==> src/qau_pkg.sv <==
// shared constants, codes and helper functions of the quaternion arithmetic unit
package qau_pkg;

  localparam int WORD_BITS = 32;
  localparam int FRAC_BITS = 16;
  localparam int EXP_BITS  = 16;
  localparam int ACC_BITS  = 2 * WORD_BITS + 2;
  localparam int NUM_BITS  = 2 * WORD_BITS;
  localparam int DEN_BITS  = 2 * WORD_BITS + 1;

  localparam logic [2:0] OP_ADD   = 3'd0;
  localparam logic [2:0] OP_SUB   = 3'd1;
  localparam logic [2:0] OP_MUL   = 3'd2;
  localparam logic [2:0] OP_CONJ  = 3'd3;
  localparam logic [2:0] OP_NEG   = 3'd4;
  localparam logic [2:0] OP_INV   = 3'd5;
  localparam logic [2:0] OP_EQUAL = 3'd6;
  localparam logic [2:0] OP_POWER = 3'd7;

  localparam logic [1:0] ST_OK  = 2'd0;
  localparam logic [1:0] ST_DZ  = 2'd1;
  localparam logic [1:0] ST_OVF = 2'd2;

  // operand b index for hamilton product term (row c, term k)
  function automatic logic [1:0] bsel(input logic [1:0] c, input logic [1:0] k);
    bsel = c ^ k;
  endfunction

  // term is subtracted
  function automatic logic bneg(input logic [1:0] c, input logic [1:0] k);
    logic r;
    r = 1'b0;
    case ({c, k})
      4'b0001, 4'b0010, 4'b0011, 4'b0111, 4'b1001, 4'b1110: r = 1'b1;
      default: r = 1'b0;
    endcase
    bneg = r;
  endfunction

  // returns {overflow, value}
  function automatic logic [WORD_BITS:0] sat33(input logic signed [WORD_BITS:0] v);
    logic [WORD_BITS:0] r;
    if (v[WORD_BITS] != v[WORD_BITS-1]) begin
      r = {1'b1, v[WORD_BITS], {(WORD_BITS-1){~v[WORD_BITS]}}};
    end else begin
      r = {1'b0, v[WORD_BITS-1:0]};
    end
    sat33 = r;
  endfunction

  // returns {overflow, value}
  function automatic logic [WORD_BITS:0] satacc(
    input logic signed [ACC_BITS-FRAC_BITS-1:0] v
  );
    logic [WORD_BITS:0] r;
    logic hi_ok;
    hi_ok = (v[ACC_BITS-FRAC_BITS-1:WORD_BITS-1] == '0) ||
            (v[ACC_BITS-FRAC_BITS-1:WORD_BITS-1] == '1);
    if (!hi_ok) begin
      r = {1'b1, v[ACC_BITS-FRAC_BITS-1], {(WORD_BITS-1){~v[ACC_BITS-FRAC_BITS-1]}}};
    end else begin
      r = {1'b0, v[WORD_BITS-1:0]};
    end
    satacc = r;
  endfunction

endpackage

==> src/qau_div.sv <==
// restoring unsigned divider, one quotient bit per cycle
module qau_div (
  input  logic                           clk,
  input  logic                           rst,
  input  logic                           start,
  input  logic [qau_pkg::NUM_BITS-1:0]   num,
  input  logic [qau_pkg::DEN_BITS-1:0]   den,
  output logic                           done,
  output logic [qau_pkg::NUM_BITS-1:0]   quo,
  output logic [qau_pkg::DEN_BITS:0]     rem
);

  logic [qau_pkg::DEN_BITS:0] trial;
  logic [6:0]                 cnt;
  logic                       busy;
  logic                       ge;

  assign trial = {rem[qau_pkg::DEN_BITS-1:0], quo[qau_pkg::NUM_BITS-1]};
  assign ge    = trial >= {1'b0, den};

  always_ff @(posedge clk) begin
    if (rst) begin
      busy <= 1'b0;
      done <= 1'b0;
      cnt  <= '0;
    end else begin
      done <= 1'b0;
      if (start) begin
        busy <= 1'b1;
        cnt  <= '0;
        rem  <= '0;
        quo  <= num;
      end else if (busy) begin
        rem <= ge ? trial - {1'b0, den} : trial;
        quo <= {quo[qau_pkg::NUM_BITS-2:0], ge};
        cnt <= cnt + 7'd1;
        if (cnt == 7'(qau_pkg::NUM_BITS - 1)) begin
          busy <= 1'b0;
          done <= 1'b1;
        end
      end
    end
  end

endmodule

==> config.mk <==
export PLATFORM = sky130hd
export DESIGN_NAME = qau_div
export DESIGN_NICKNAME = d
export VERILOG_FILES = /design/src/qau_pkg.sv /design/src/qau_div.sv
export SDC_FILE = /design/constraint.sdc
export NUM_CORES = 1
export LEC_CHECK = 0
export ABC_AREA = 0
export BUFFER_PORTS_ARGS = -buffer_cell sky130_fd_sc_hd__buf_2
export CELL_PAD_IN_SITES_DETAIL_PLACEMENT = 0
export CELL_PAD_IN_SITES_GLOBAL_PLACEMENT = 2
export CORE_AREA = 2 2 174 176
export CTS_CLUSTER_DIAMETER = 60
export DETAILED_ROUTE_END_ITERATION = 7
export DIE_AREA = 0 0 176 178
export PLACE_DENSITY_LB_ADDON = 0.1
export SETUP_SLACK_MARGIN = 0.05
export SYNTH_ARGS = -nofsm -noshare
export SYNTH_HDL_FRONTEND = slang
export SYNTH_SLANG_ARGS = --single-unit
==> constraint.sdc <==
create_clock -name clk -period 16.95 [get_ports clk]
set_input_delay 0 -clock clk [delete_from_list [all_inputs] [get_ports clk]]
set_output_delay 0 -clock clk [all_outputs]
set_load 0.03 [all_outputs]
# After elaboration in Yosys (flattened, before gate mapping)
# Cells that the tools add are included.
totals:
  ff_bits: 139
  output_inout_bits: 131
  input_bits: 132
  word_cells: 23
classes:
  reduce_logical: 4
  add_sub_neg: 2
  bitwise: 2
  n_lt_le_gt_ge: 1
  muxes: 8
  eq_ne: 1
op_table:
  columns: ["operator", "n"]
  rows:
  - ["$mux W66", 2]
  - ["$mux W64", 2]
  - ["$ge A66 B65 Y1", 1]
  - ["$sub A66 B65 Y66", 1]
  - ["$add A7 B1 Y7 const B", 1]
  - ["$eq A7 B6 Y1 const B", 1]
  - ["$mux W1", 4]
  - ["$reduce_or A3 Y1", 1]
  - ["$not A1 Y1", 2]
  - ["$reduce_and A2 Y1", 1]
  - ["$reduce_bool A2 Y1", 1]
  - ["$reduce_or A2 Y1", 1]

# Logic depth before layout (Yosys ltp)
# Gate-level depths: netlist of run 1.
depth:
  depth_word: 4
  depth_mapped: 17

# Worst setup path after synthesis of run 1
# OpenSTA, ideal clock, no wires.
synth_timing:
  path_kind: "input to register"
  start: "input port start"
  end: "register quo[0] (netlist bit), enable pin"
  path_slack_ns: 10.275
  path_stages: 4
  arrival_time_ns: 6.054
  setup_time_ns: 0.621
  t_required_ns: 16.329
  path_cell_list: "clkbuf_1 > clkbuf_1 > nor2_1 > nor2_1"
synth_between:
  elab_chain_cells: 2
synth_lines:
  columns: ["element", "line", "text"]
  rows:
  - ["start: declaration", "qau_div.sv:5", "input logic start,"]
  - ["$reduce_bool A2 Y1 (no source line)", null, null]
  - ["$reduce_and A2 Y1 (no source line)", null, null]
  - ["end signal: assignment", "qau_div.sv:32", "quo <= num;"]
  - ["end signal: assignment", "qau_div.sv:35", "quo <= {quo[qau_pkg::NUM_BITS-2:0], ge};"]
  - ["end: declaration", "qau_div.sv:9", "output logic [qau_pkg::NUM_BITS-1:0] quo,"]
# No other way between the ends.
# A chain may end at the register's enable or synchronous reset.

# Worst setup path after layout of run 1
layout_timing:
  start: "register quo[63] (netlist bit)"
  end: "register quo[0] (netlist bit), data pin"
layout_between:
  elab_chain_cells: 3
layout_lines:
  columns: ["element", "line", "text"]
  rows:
  - ["$ge A66 B65 Y1", "qau_div.sv:19", "assign ge = trial >= {1'b0, den};"]
  - ["$mux W64", "qau_div.sv:33", "end else if (busy) begin"]
  - ["$mux W64", "qau_div.sv:28", "if (start) begin"]
# No other way between the ends. The select of a mux whose other input is x is not followed.

==> qor.txt, run 1 <==
Status -> completed
Asr flop ratio synth -> 0%
Slew Limit Fails -> 0
Final worst slack -> 12.65 ns
Area of the multi-input gates -> 0.00554 mm²
Final Hold Fails -> 0
Layout overhead on the synthesized area -> 27.7%
Core area -> 0.0294 mm²
Die X-Extent -> 176 µm
Skew-Pair Late Insertion Delay -> 0.44 ns
Tot Pwr -> 1.25 mW
Met2 WL -> 15.5 mm
Sequential cell area fraction in the yosys report -> 40.0%
Worst Tran Pin Value -> 0.930 ns
Vias -> 9243
Top post-synthesis cells by area -> edfxtp_1 38%, ha_1 8.1%, mux2_2 7.1%
Clock sink count -> 139
Setup-failing EPs final -> 0
Fill cells -> 2983
Peak Freq -> 0.232 GHz
Initial Util -> 34.7%
Hold buffer count at cts -> 65
Top Layer Used -> met5
Share of layout cells above drive strength 1 -> 27.5%
CTS HTree Levels -> 4
CP Data Arrival Time -> 4.49 ns
CP Cell Sequence -> inv_1 -> ha_1 -> inv_1 -> fa_1 -> a211oi_1 -> o21ai_1 -> a21oi_2 -> nor4b_1 -> buf_4 -> o211a_1 -> o21ba_2 -> o21ai_2 -> nand2_2 -> buf_4 -> mux2_2
Die Y -> 178 µm
Crit share post-route -> 25.4%
Post-CTS Setup Bufs -> 0
# rows -> 63
RSZ-0062 raised after global routing -> no
DR WL met3 -> 1.83 mm
Yosys warns -> 0
Area leader, netlist -> edfxtp_1
DRC viols -> 0
Setup CP Type -> reg2reg
Clock root cell -> clkbuf_16
Post-synth EDFFs -> 130
Crit end category -> flop
Largest net degree at the start of global routing -> 74
Clk pin slew, worst setup/hold paths -> 0.07 ns
Nets -> 1594
Antenna violations before repair -> 3
Pre-CTS setup slack -> 12.68 ns
Max Cap Violations -> 0
Port buffer count -> 262
Vias per cell -> 5.14
CTS tree -> built
Relative slew slack -> 36.4%
FF/Latch Area -> 0.00408 mm²
Main flop type after synthesis -> edfxtp_1
Post-synthesis cell type count -> 75
Hold/Removal Path Class -> in2reg
Ant. Diodes -> 0
CP max FO -> 49
CP max stage delay -> 0.48 ns
Drt first-iter violations -> 389
Placed cells -> 1701
CTS buffer count -> 17
Dpl hpwl -> 24.0 mm
Post-synthesis cell count -> 1098
Leakage -> 5.68 nW
Clock tree buffer depth -> 2
Gr usage total -> 21.0%
Final WL -> 32.5 mm
I/O pin count -> 263
Worst VDD drop -> 0.0490 mV
GR Overflow Total -> 0
Post-synth top area share -> 38.3%
M1 WL -> 14.6 mm
Pwr Density -> 95.8 mW/mm²
DR WL/cell -> 18.1 µm
Synthesized cell area -> 0.0102 mm²
Synthesized Nets -> 1297
Crit path time final -> 4.30 ns
Slowest cell on the critical path -> buf_4
Synth Register Bits -> 139
Placer Congestion -> 0.814
Syn Area/Cell -> 9.29 µm²
Setup TNS -> 0 ns
Non-filler cells, final -> 1798
First-pass GRT wire length -> 51.6 mm
Setup Skew -> 0.00963 ns
Setup crit start kind -> flop
ANT nets after route -> 0
Post-cts resize count -> 0
Worst path required time -> 17.14 ns
Vias in the first global route -> 9622
DRT Pass-1 Iters -> 5
Die ar. -> 0.0313 mm²
path summary, 6_finish.rpt:
| check | startpoint | end | cells after the start | slack (ns) |
|---|---|---|---|---|
| max | quo[63]$_DFFE_PP_ | quo[0]$_DFFE_PP_ | 15 | 12.65 |
| min | den[0] | rem[0]$_SDFFCE_PP0P_ | 3 | 0.08 |
| max reg2reg | quo[63]$_DFFE_PP_ | quo[0]$_DFFE_PP_ | 15 | 12.65 |
| min reg2reg | cnt[6]$_SDFFE_PP0P_ | done$_SDFF_PP0_ | 1 | 0.48 |
logic make-up after synthesis:
group | count (synthesis) | share of synthesized area [%]
xor gates and xnor gates | 55 | 4.72
DFF | 139 | 40.0
muxes | 67 | 7.36
buffers and inverters | 140 | 5.74
adders and majority gates | 67 | 8.29
AOI/OAI and AO/OA | 303 | 19.1
and+or+nand+nor | 327 | 14.8
final cells by class:
class	instances	share of cell area, %
Multi-Input combinational cell	819	42.6
Sequential cell	139	31.4
Timing Repair Buffer	332	15.4
Tap cell	390	3.75
Clock buffer	17	3.27
Inverter	86	2.48
Clock inverter	15	1.23
report_power, final:
| part | internal, mW | switching (mW) |
|---|---|---|
| clock network | 0.209 | 0.175 |
| logic | 0.162 | 0.266 |
| registers | 0.415 | 0.0209 |
layout by cell type (no fill, tap or decap), drive strengths merged, types with 5 or more instances in the layout:
| cell | count |
|---|---|
| nand3 | 18 |
| nor2 | 68 |
| or4 | 6 |
| dfxtp | 9 |
| mux2 | 64 |
| edfxtp | 130 |
| nor2b | 6 |
| a31oi | 10 |
| xnor2 | 37 |
| clkinv | 7 |
| buf | 267 |
| or3 | 9 |
| dlygate4sd3 | 65 |
| and3 | 6 |
| inv | 93 |
| nor4 | 6 |
| o21bai | 17 |
| o31ai | 6 |
| clkbuf | 17 |
| o21a | 10 |
| ha | 66 |
| a211oi | 16 |
| nand4 | 24 |
| nor3 | 13 |
| o21ai | 51 |
| nand2b | 5 |
| a21o | 34 |
| xor2 | 18 |
| nand2 | 149 |
| a21oi | 121 |
stage by stage:
stage	hold WS [ns]	utilization [%]	cell area [µm²]
floorplan	0.0721	-	10200
global placement	0.230	40.1	11800
detailed placement	0.239	40.1	11800
CTS	0.0566	44.3	13000
global route	0.0693	44.3	13000
finish	0.0826	44.3	13000
per-layer routing:
metal | track usage [%] | up-vias
met1 | 25.9 | 4367
met3 | 5.18 | 37
met4 | 6.65 | 6
met2 | 35.9 | 232
li1 | - | 4601
met5 | 0 | -
registers in the layout, indices dropped and copies added, names as in the netlist:
| signal | flops |
|---|---|
| done | 1 |
| rem | 66 |
| busy | 1 |
| cnt | 7 |
| quo | 64 |
cell usage after synthesis, types with 4 or more instances:
library cell / instances
a21oi_1: 118
dfxtp_1: 9
edfxtp_1: 130
nor3_1: 13
and3_1: 6
a21o_1: 32
or3_1: 9
a31oi_1: 10
inv_1: 86
or4_1: 4
buf_6: 4
o21a_1: 10
o21ai_1: 4
o2111ai_1: 4
a211oi_1: 16
nor4_1: 6
nor2b_1: 6
o21ai_0: 46
nand4_1: 24
mux2_2: 64
nand3_1: 18
buf_2: 8
o21bai_1: 17
xor2_1: 18
nor2_1: 68
nand2_1: 147
o31ai_1: 4
ha_1: 66
xnor2_1: 37
nand2b_1: 5
clkbuf_1: 38
critical path, delay by kind of cell, from the launching register on:
family,cells,cell delay (ns)
simple gates,2,0.48
compound gates,6,1.47
buf+inv,4,0.76
flops,1,0.40
fa+ha+maj,2,0.58
mux,1,0.34
Power figures use the tool's default switching activity.
==> inputs of run 2 (changes only) <==
--- a/config.mk
+++ b/config.mk
@@ -5,14 +5,14 @@
 export SDC_FILE = /design/constraint.sdc
 export NUM_CORES = 1
 export LEC_CHECK = 0
-export ABC_AREA = 0
+export ABC_AREA = 1
 export BUFFER_PORTS_ARGS = -buffer_cell sky130_fd_sc_hd__buf_2
 export CELL_PAD_IN_SITES_DETAIL_PLACEMENT = 0
 export CELL_PAD_IN_SITES_GLOBAL_PLACEMENT = 2
-export CORE_AREA = 2 2 174 176
+export CORE_AREA = 2 2 212 214
 export CTS_CLUSTER_DIAMETER = 60
 export DETAILED_ROUTE_END_ITERATION = 7
-export DIE_AREA = 0 0 176 178
+export DIE_AREA = 0 0 214 216
 export PLACE_DENSITY_LB_ADDON = 0.1
 export SETUP_SLACK_MARGIN = 0.05
 export SYNTH_ARGS = -nofsm -noshare
==> constraint.sdc (replaced) <==
create_clock -name clk -period 4.2 [get_ports clk]
set_input_delay 0 -clock clk [delete_from_list [all_inputs] [get_ports clk]]
set_output_delay 0 -clock clk [all_outputs]
set_load 0.03 [all_outputs]
==> run 2 against run 1 <==
Wire length is 61% higher. Count of clock-buffer cells in the layout is 1 higher. Critical path depth shrank 1. Core utilization down 8.2 points. Sequential share of layout area fell by 5.5 points. Total power grew to 4.4 times the previous value. Area after synthesis up 24%. Critical path type unchanged. Largest cell class unchanged. Largest power group is now combinational cells. Highest routed layer unchanged.
==> qor.txt, run 2 <==
Port buffer count -> 262
Tot Pwr -> 5.48 mW
Max Cap Violations -> 0
Synthesized Nets -> 2246
Net Switching -> 2.23 mW
Skew-Pair Late Insertion Delay -> 0.50 ns
First-pass GRT wire length -> 78.8 mm
Crit path time final -> 3.45 ns
Drt first-iter violations -> 1000
Crit end category -> flop
CP max FO -> 59
Area leader, netlist -> edfxtp_1
Setup CP Type -> reg2reg
Sequential cell area fraction in the yosys report -> 32.4%
Top Layer Used -> met5
Setup-failing EPs final -> 0
RSZ-0062 raised after global routing -> no
Final WL -> 52.4 mm
Worst VDD drop -> 0.316 mV
Sequential share of power -> 31.8%
Synth Register Bits -> 139
# rows -> 77
P_int -> 3.25 mW
Clock sink count -> 139
Die X-Extent -> 214 µm
CTS buffer count -> 17
Gr usage total -> 22.7%
Slew Limit Fails -> 0
Post-synth EDFFs -> 130
ANT nets after route -> 0
Final core utilization -> 36.1%
Syn Area/Cell -> 6.16 µm²
Top cells by count, synth -> 878 x nand2_1, 401 x inv_1, 164 x nor2_1
Yosys warns -> 0
Setup Skew -> 0.0204 ns
Post-synthesis cell type count -> 33
Top reg by flops -> rem
DR WL/cell -> 17.6 µm
Worst Tran Pin Value -> 0.915 ns
Antenna violations before repair -> 4
CTS HTree Levels -> 4
Final Hold Fails -> 0
Asr flop ratio synth -> 0%
Die Y -> 216 µm
Pwr Density -> 346 mW/mm²
FF/Latch Area -> 0.00408 mm²
DRT Pass-1 Iters -> 6
Met2 WL -> 23.0 mm
Hold/Removal Path Class -> in2reg
Placer Congestion -> 0.920
Clock root cell -> clkbuf_16
Setup TNS -> 0 ns
Leakage -> 8.85 nW
Max FFs per register -> 66
Vias in the first global route -> 13200
Post-synth top area share -> 30.9%
Share of layout cells above drive strength 1 -> 13.3%
Die ar. -> 0.0462 mm²
Hold_ws -> 0.102 ns
Top post-synthesis cells by area -> edfxtp_1 31%, nand2_1 26%, inv_1 12%
Most frequent cells in the layout -> 878 x nand2_1, 400 x inv_1, 261 x buf_2, 164 x nor2_1, 130 x edfxtp_1
CP Data Arrival Time -> 3.77 ns
Largest net degree at the start of global routing -> 83
Relative slew slack -> 39.0%
Cell Area, Placed -> 0.0146 mm²
I/O pin count -> 263
Largest regs -> rem x66, quo x64, cnt x7
Peak Freq -> 0.290 GHz
DR WL met3 -> 3.24 mm
Dpl hpwl -> 42.0 mm
Vias -> 13400
Post-synthesis cell count -> 2047
Area of the multi-input gates -> 0.00681 mm²
Reg2reg setup slack -> 0.75 ns
Initial Util -> 28.8%
Core area -> 0.0438 mm²
DRC viols -> 0
Clk pin slew, worst setup/hold paths -> 0.08 ns
Clock tree buffer depth -> 2
Setup crit start kind -> flop
Most frequent cell after synthesis -> nand2_1
Final Instance Area -> 0.0158 mm²
Most common cell after layout, fill and taps aside -> nand2_1
Fill cells -> 4944
M1 WL -> 25.0 mm
Status -> completed
Crit share post-route -> 82.1%
Post-cts resize count -> 0
Sw frac -> 40.7%
Comb pwr share -> 37.8%
Clk network pwr share -> 30.3%
CTS tree -> built
Nets -> 2562
GR Overflow Total -> 0
Layout overhead on the synthesized area -> 25.4%
Synthesized cell area -> 0.0126 mm²
Vias per cell -> 4.52
Main flop type after synthesis -> edfxtp_1
Worst path required time -> 4.52 ns
==> run 2: area by class of cell <==
type | instances | area share (%)
clock buffers | 18 | 2.71
diodes | 1 | 0.0158
well taps | 592 | 4.68
clock inverters | 14 | 1.07
repair buffers | 338 | 13.1
inverters | 402 | 9.54
flip-flops and latches | 139 | 25.8
multi-input cells | 1465 | 43.1
==> run 2: kinds of logic after synthesis <==
group / Yosys count / share of synthesized area (%)
xor gates and xnor gates: 32 / 2.22
buffers and inverters: 443 / 13.7
AOI/OAI and AO/OA: 128 / 5.27
adders and majority gates: 67 / 6.70
and+or+nand+nor: 1238 / 39.7
DFF: 139 / 32.4
==> run 2: metrics by stage <==
step	cells	setup slack [ns]
5_1_grt	2968	0.495
3_5_place_dp	2870	0.769
2_1_floorplan	2047	0.915
4_1_cts	2968	0.734
6_report	2969	0.753
3_3_place_gp	2870	0.665
==> run 2: worst paths after layout <==
| kind | endpoint | depth (start not counted) | startpoint |
|---|---|---|---|
| worst max-delay path | rem[33]$_SDFFCE_PP0P_ | 14 | quo[63]$_DFFE_PP_ |
| worst min-delay path | rem[0]$_SDFFCE_PP0P_ | 5 | den[0] |
| worst max register to register | rem[33]$_SDFFCE_PP0P_ | 14 | quo[63]$_DFFE_PP_ |
| worst min register to register | done$_SDFF_PP0_ | 1 | cnt[6]$_SDFFE_PP0P_ |
==> run 2: power by group through the flow <==
stage	clock, mW	sequential [mW]	combinational, mW
4_1_cts	1.71	1.74	2.09
3_5_place_dp	0	1.77	2.04
5_1_grt	1.75	1.76	2.32
6_report	1.66	1.74	2.07
3_3_place_gp	0	1.77	2.04
2_1_floorplan	0	1.97	1.16
==> run 2: timing repair <==
action | 4_1_cts | 5_1_grt
hold endpoints to repair | 100 | 0
setup buffers | 0 | 0
hold buffers | 66 | 0
==> run 2: worst max-delay path, stage by stage (launching register included) <==
cell	delay (ns)
edfxtp_1	0.41
inv_1	0.07
ha_1	0.14
inv_1	0.17
fa_1	0.49
nand3_1	0.13
nand3_2	0.16
nand2_1	0.12
nand2_2	0.13
nand2_1	0.14
nand2_1	0.09
nand3_2	0.13
buf_4	0.68
nand3_1	0.14
a21oi_1	0.26
==> run 2: routing by layer <==
layer / vias up / GRT usage [%]
met3: 48 / 6.03
met5: - / 0
met4: 8 / 6.85
met1: 6116 / 30.5
met2: 329 / 35.7
li1: 6915 / -
==> inputs of run 3 (changes only) <==
--- a/config.mk
+++ b/config.mk
@@ -5,14 +5,14 @@
 export SDC_FILE = /design/constraint.sdc
 export NUM_CORES = 1
 export LEC_CHECK = 0
-export ABC_AREA = 1
+export ABC_AREA = 0
 export BUFFER_PORTS_ARGS = -buffer_cell sky130_fd_sc_hd__buf_2
 export CELL_PAD_IN_SITES_DETAIL_PLACEMENT = 0
 export CELL_PAD_IN_SITES_GLOBAL_PLACEMENT = 2
-export CORE_AREA = 2 2 212 214
+export CORE_AREA = 2 2 191 193
 export CTS_CLUSTER_DIAMETER = 60
 export DETAILED_ROUTE_END_ITERATION = 7
-export DIE_AREA = 0 0 214 216
+export DIE_AREA = 0 0 193 195
 export PLACE_DENSITY_LB_ADDON = 0.1
 export SETUP_SLACK_MARGIN = 0.05
 export SYNTH_ARGS = -nofsm -noshare
==> constraint.sdc (replaced) <==
create_clock -name clk -period 2.9 [get_ports clk]
set_input_delay 0 -clock clk [delete_from_list [all_inputs] [get_ports clk]]
set_output_delay 0 -clock clk [all_outputs]
set_load 0.03 [all_outputs]
==> run 3 against run 2 <==
The run now ends with negative setup slack left. Sequential cell count stayed put. Core utilization up 12 points. Register-to-register slack worse by 1.2 ns. Via count down 21%. First-iteration DRC count is 50% lower. Maximum frequency grew 2.5%. Largest power group unchanged.
==> qor.txt, run 3 (synthesized netlist as in run 1, its figures left out) <==
Antenna violations before repair -> 1
Crit. Startpoint -> quo[63]$_DFFE_PP_
Port buffer count -> 262
Vias per cell -> 4.79
Layout overhead on the synthesized area -> 66.9%
Status -> finished with violations
Final WL -> 38.6 mm
DRC viols -> 0
Top reg by flops -> rem
Clock tree buffer depth -> 2
R2r startpoint -> quo[63]$_DFFE_PP_
Min-delay src -> start
Max Cap Violations -> 0
Vias -> 10600
Max FFs per register -> 66
Dpl hpwl -> 28.7 mm
Initial Util -> 28.8%
First-pass GRT wire length -> 59.7 mm
Nets -> 1932
Skew-Pair Late Insertion Delay -> 0.46 ns
Cell Area, Placed -> 0.0143 mm²
Share of layout cells above drive strength 1 -> 49.7%
ANT nets after route -> 0
Pwr Density -> 515 mW/mm²
Drt first-iter violations -> 499
Vias in the first global route -> 11000
Final core utilization -> 48.1%
Clock sink count -> 139
Most frequent cells in the layout -> 303 x buf_4, 261 x buf_2, 130 x edfxtp_1, 115 x nand2_1, 103 x a21oi_1
CTS tree -> built
Slew Limit Fails -> 0
DR WL/cell -> 17.5 µm
Setup Skew -> 0.0132 ns
Worst Tran Pin Value -> 0.633 ns
Worst path required time -> 3.18 ns
CTS HTree Levels -> 4
Net Switching -> 3.23 mW
Crit end category -> flop
Gr usage total -> 20.5%
Core area -> 0.0354 mm²
Placer Congestion -> 0.818
Largest net degree at the start of global routing -> 74
Final Instance Area -> 0.0170 mm²
Leakage -> 7.63 nW
Final worst slack -> -0.464 ns
Setup-failing EPs final -> 67
# rows -> 69
P_int -> 5.55 mW
Largest regs -> rem x66, quo x64, cnt x7
Worst VDD drop -> 0.476 mV
Setup crit start kind -> flop
Fill cells -> 3440
Sw frac -> 36.8%
Crit share post-route -> 116%
Clk network pwr share -> 26.3%
Sequential share of power -> 28.8%
Clock root cell -> clkbuf_16
Most common cell after layout, fill and taps aside -> buf_4
DRT Pass-1 Iters -> 5
Die X-Extent -> 193 µm
Area of the multi-input gates -> 0.00660 mm²
Clk pin slew, worst setup/hold paths -> 0.07 ns
Comb pwr share -> 44.9%
CP Data Arrival Time -> 3.64 ns
Crit path time final -> 3.36 ns
Setup CP Type -> reg2reg
GR Overflow Total -> 0
Hold/Removal Path Class -> in2reg
Relative slew slack -> 57.4%
Final Hold Fails -> 0
Die ar. -> 0.0376 mm²
Tot Pwr -> 8.77 mW
Die Y -> 195 µm
CTS buffer count -> 17
Peak Freq -> 0.297 GHz
Violated checks -> negative setup slack
RSZ-0062 raised after global routing -> yes
CP max FO -> 7
FF/Latch Area -> 0.00408 mm²
I/O pin count -> 263
==> run 3: critical path: stages, from the launching register on <==
cell and delay [ns]:
edfxtp_1 0.40, inv_1 0.07, ha_2 0.18, inv_2 0.04
fa_2 0.37, a211oi_4 0.29, o21ai_2 0.10, a21oi_4 0.19
nor4b_4 0.08, o211a_1 0.27, o21ba_4 0.22, o21ai_4 0.17
buf_6 0.15, nand2_8 0.08, buf_12 0.17, and3_4 0.17
nor4_2 0.24
==> run 3: power by group through the flow <==
| stage | clock [mW] | sequential, mW | combinational, mW |
|---|---|---|---|
| final | 2.31 | 2.53 | 3.93 |
| after global routing | 2.45 | 2.55 | 4.27 |
| after CTS | 2.36 | 2.52 | 3.74 |
| after detailed placement | 0 | 2.56 | 3.27 |
| after global placement | 0 | 2.55 | 3.28 |
| after floorplan | 0 | 2.87 | 1.54 |
==> run 3: metrics by stage <==
stage	setup TNS [ns]	cells	worst slack (ns)	hold slack, ns
finish	-24.24	2208	-0.464	0.0614
CTS	-23.99	2188	-0.480	0.0413
floorplan	-22.05	1098	-0.389	0.0721
global placement	-24.59	2067	-0.565	0.224
detailed placement	-30.00	2067	-0.687	0.232
global route	-33.03	2208	-0.594	0.0626
==> run 3: final cells by class <==
class / instances / area share [%]
multi-input combinational: 821 / 38.7
tap: 461 / 3.39
timing repair buffer: 668 / 28.5
clock buffer: 17 / 2.50
clock inverter: 15 / 0.970
sequential: 139 / 24.0
antenna: 1 / 0.0147
inverter: 86 / 1.90
==> run 3: worst paths after layout <==
check | endpoint | slack [ns] | depth (start not counted)
max | rem[41]$_SDFFCE_PP0P_ | -0.46 | 16
min | rem[55]$_SDFFCE_PP0P_ | 0.06 | 2
max reg2reg | rem[41]$_SDFFCE_PP0P_ | -0.46 | 16
min reg2reg | done$_SDFF_PP0_ | 0.47 | 1
==> run 3: metal layers <==
layer | GRT usage (%) | wire length, µm | up-vias | share of wire (%)
li1 | - | - | 5284 | -
met1 | 26.5 | 17500 | 5022 | 45
met2 | 34.6 | 18700 | 239 | 48
met3 | 5.00 | 1960 | 22 | 5.1
met4 | 4.32 | 497 | 0 | 1.3
met5 | 0 | 0 | - | 0
==> run 3: repair_timing <==
item	CTS	global route
gates resized for setup	138	89
cloned	6	1
buffers inserted	18	20
hold buffers	65	0
pin swaps	38	52
endpoints found under the hold margin	73	0
endpoints found under the setup margin	67	67
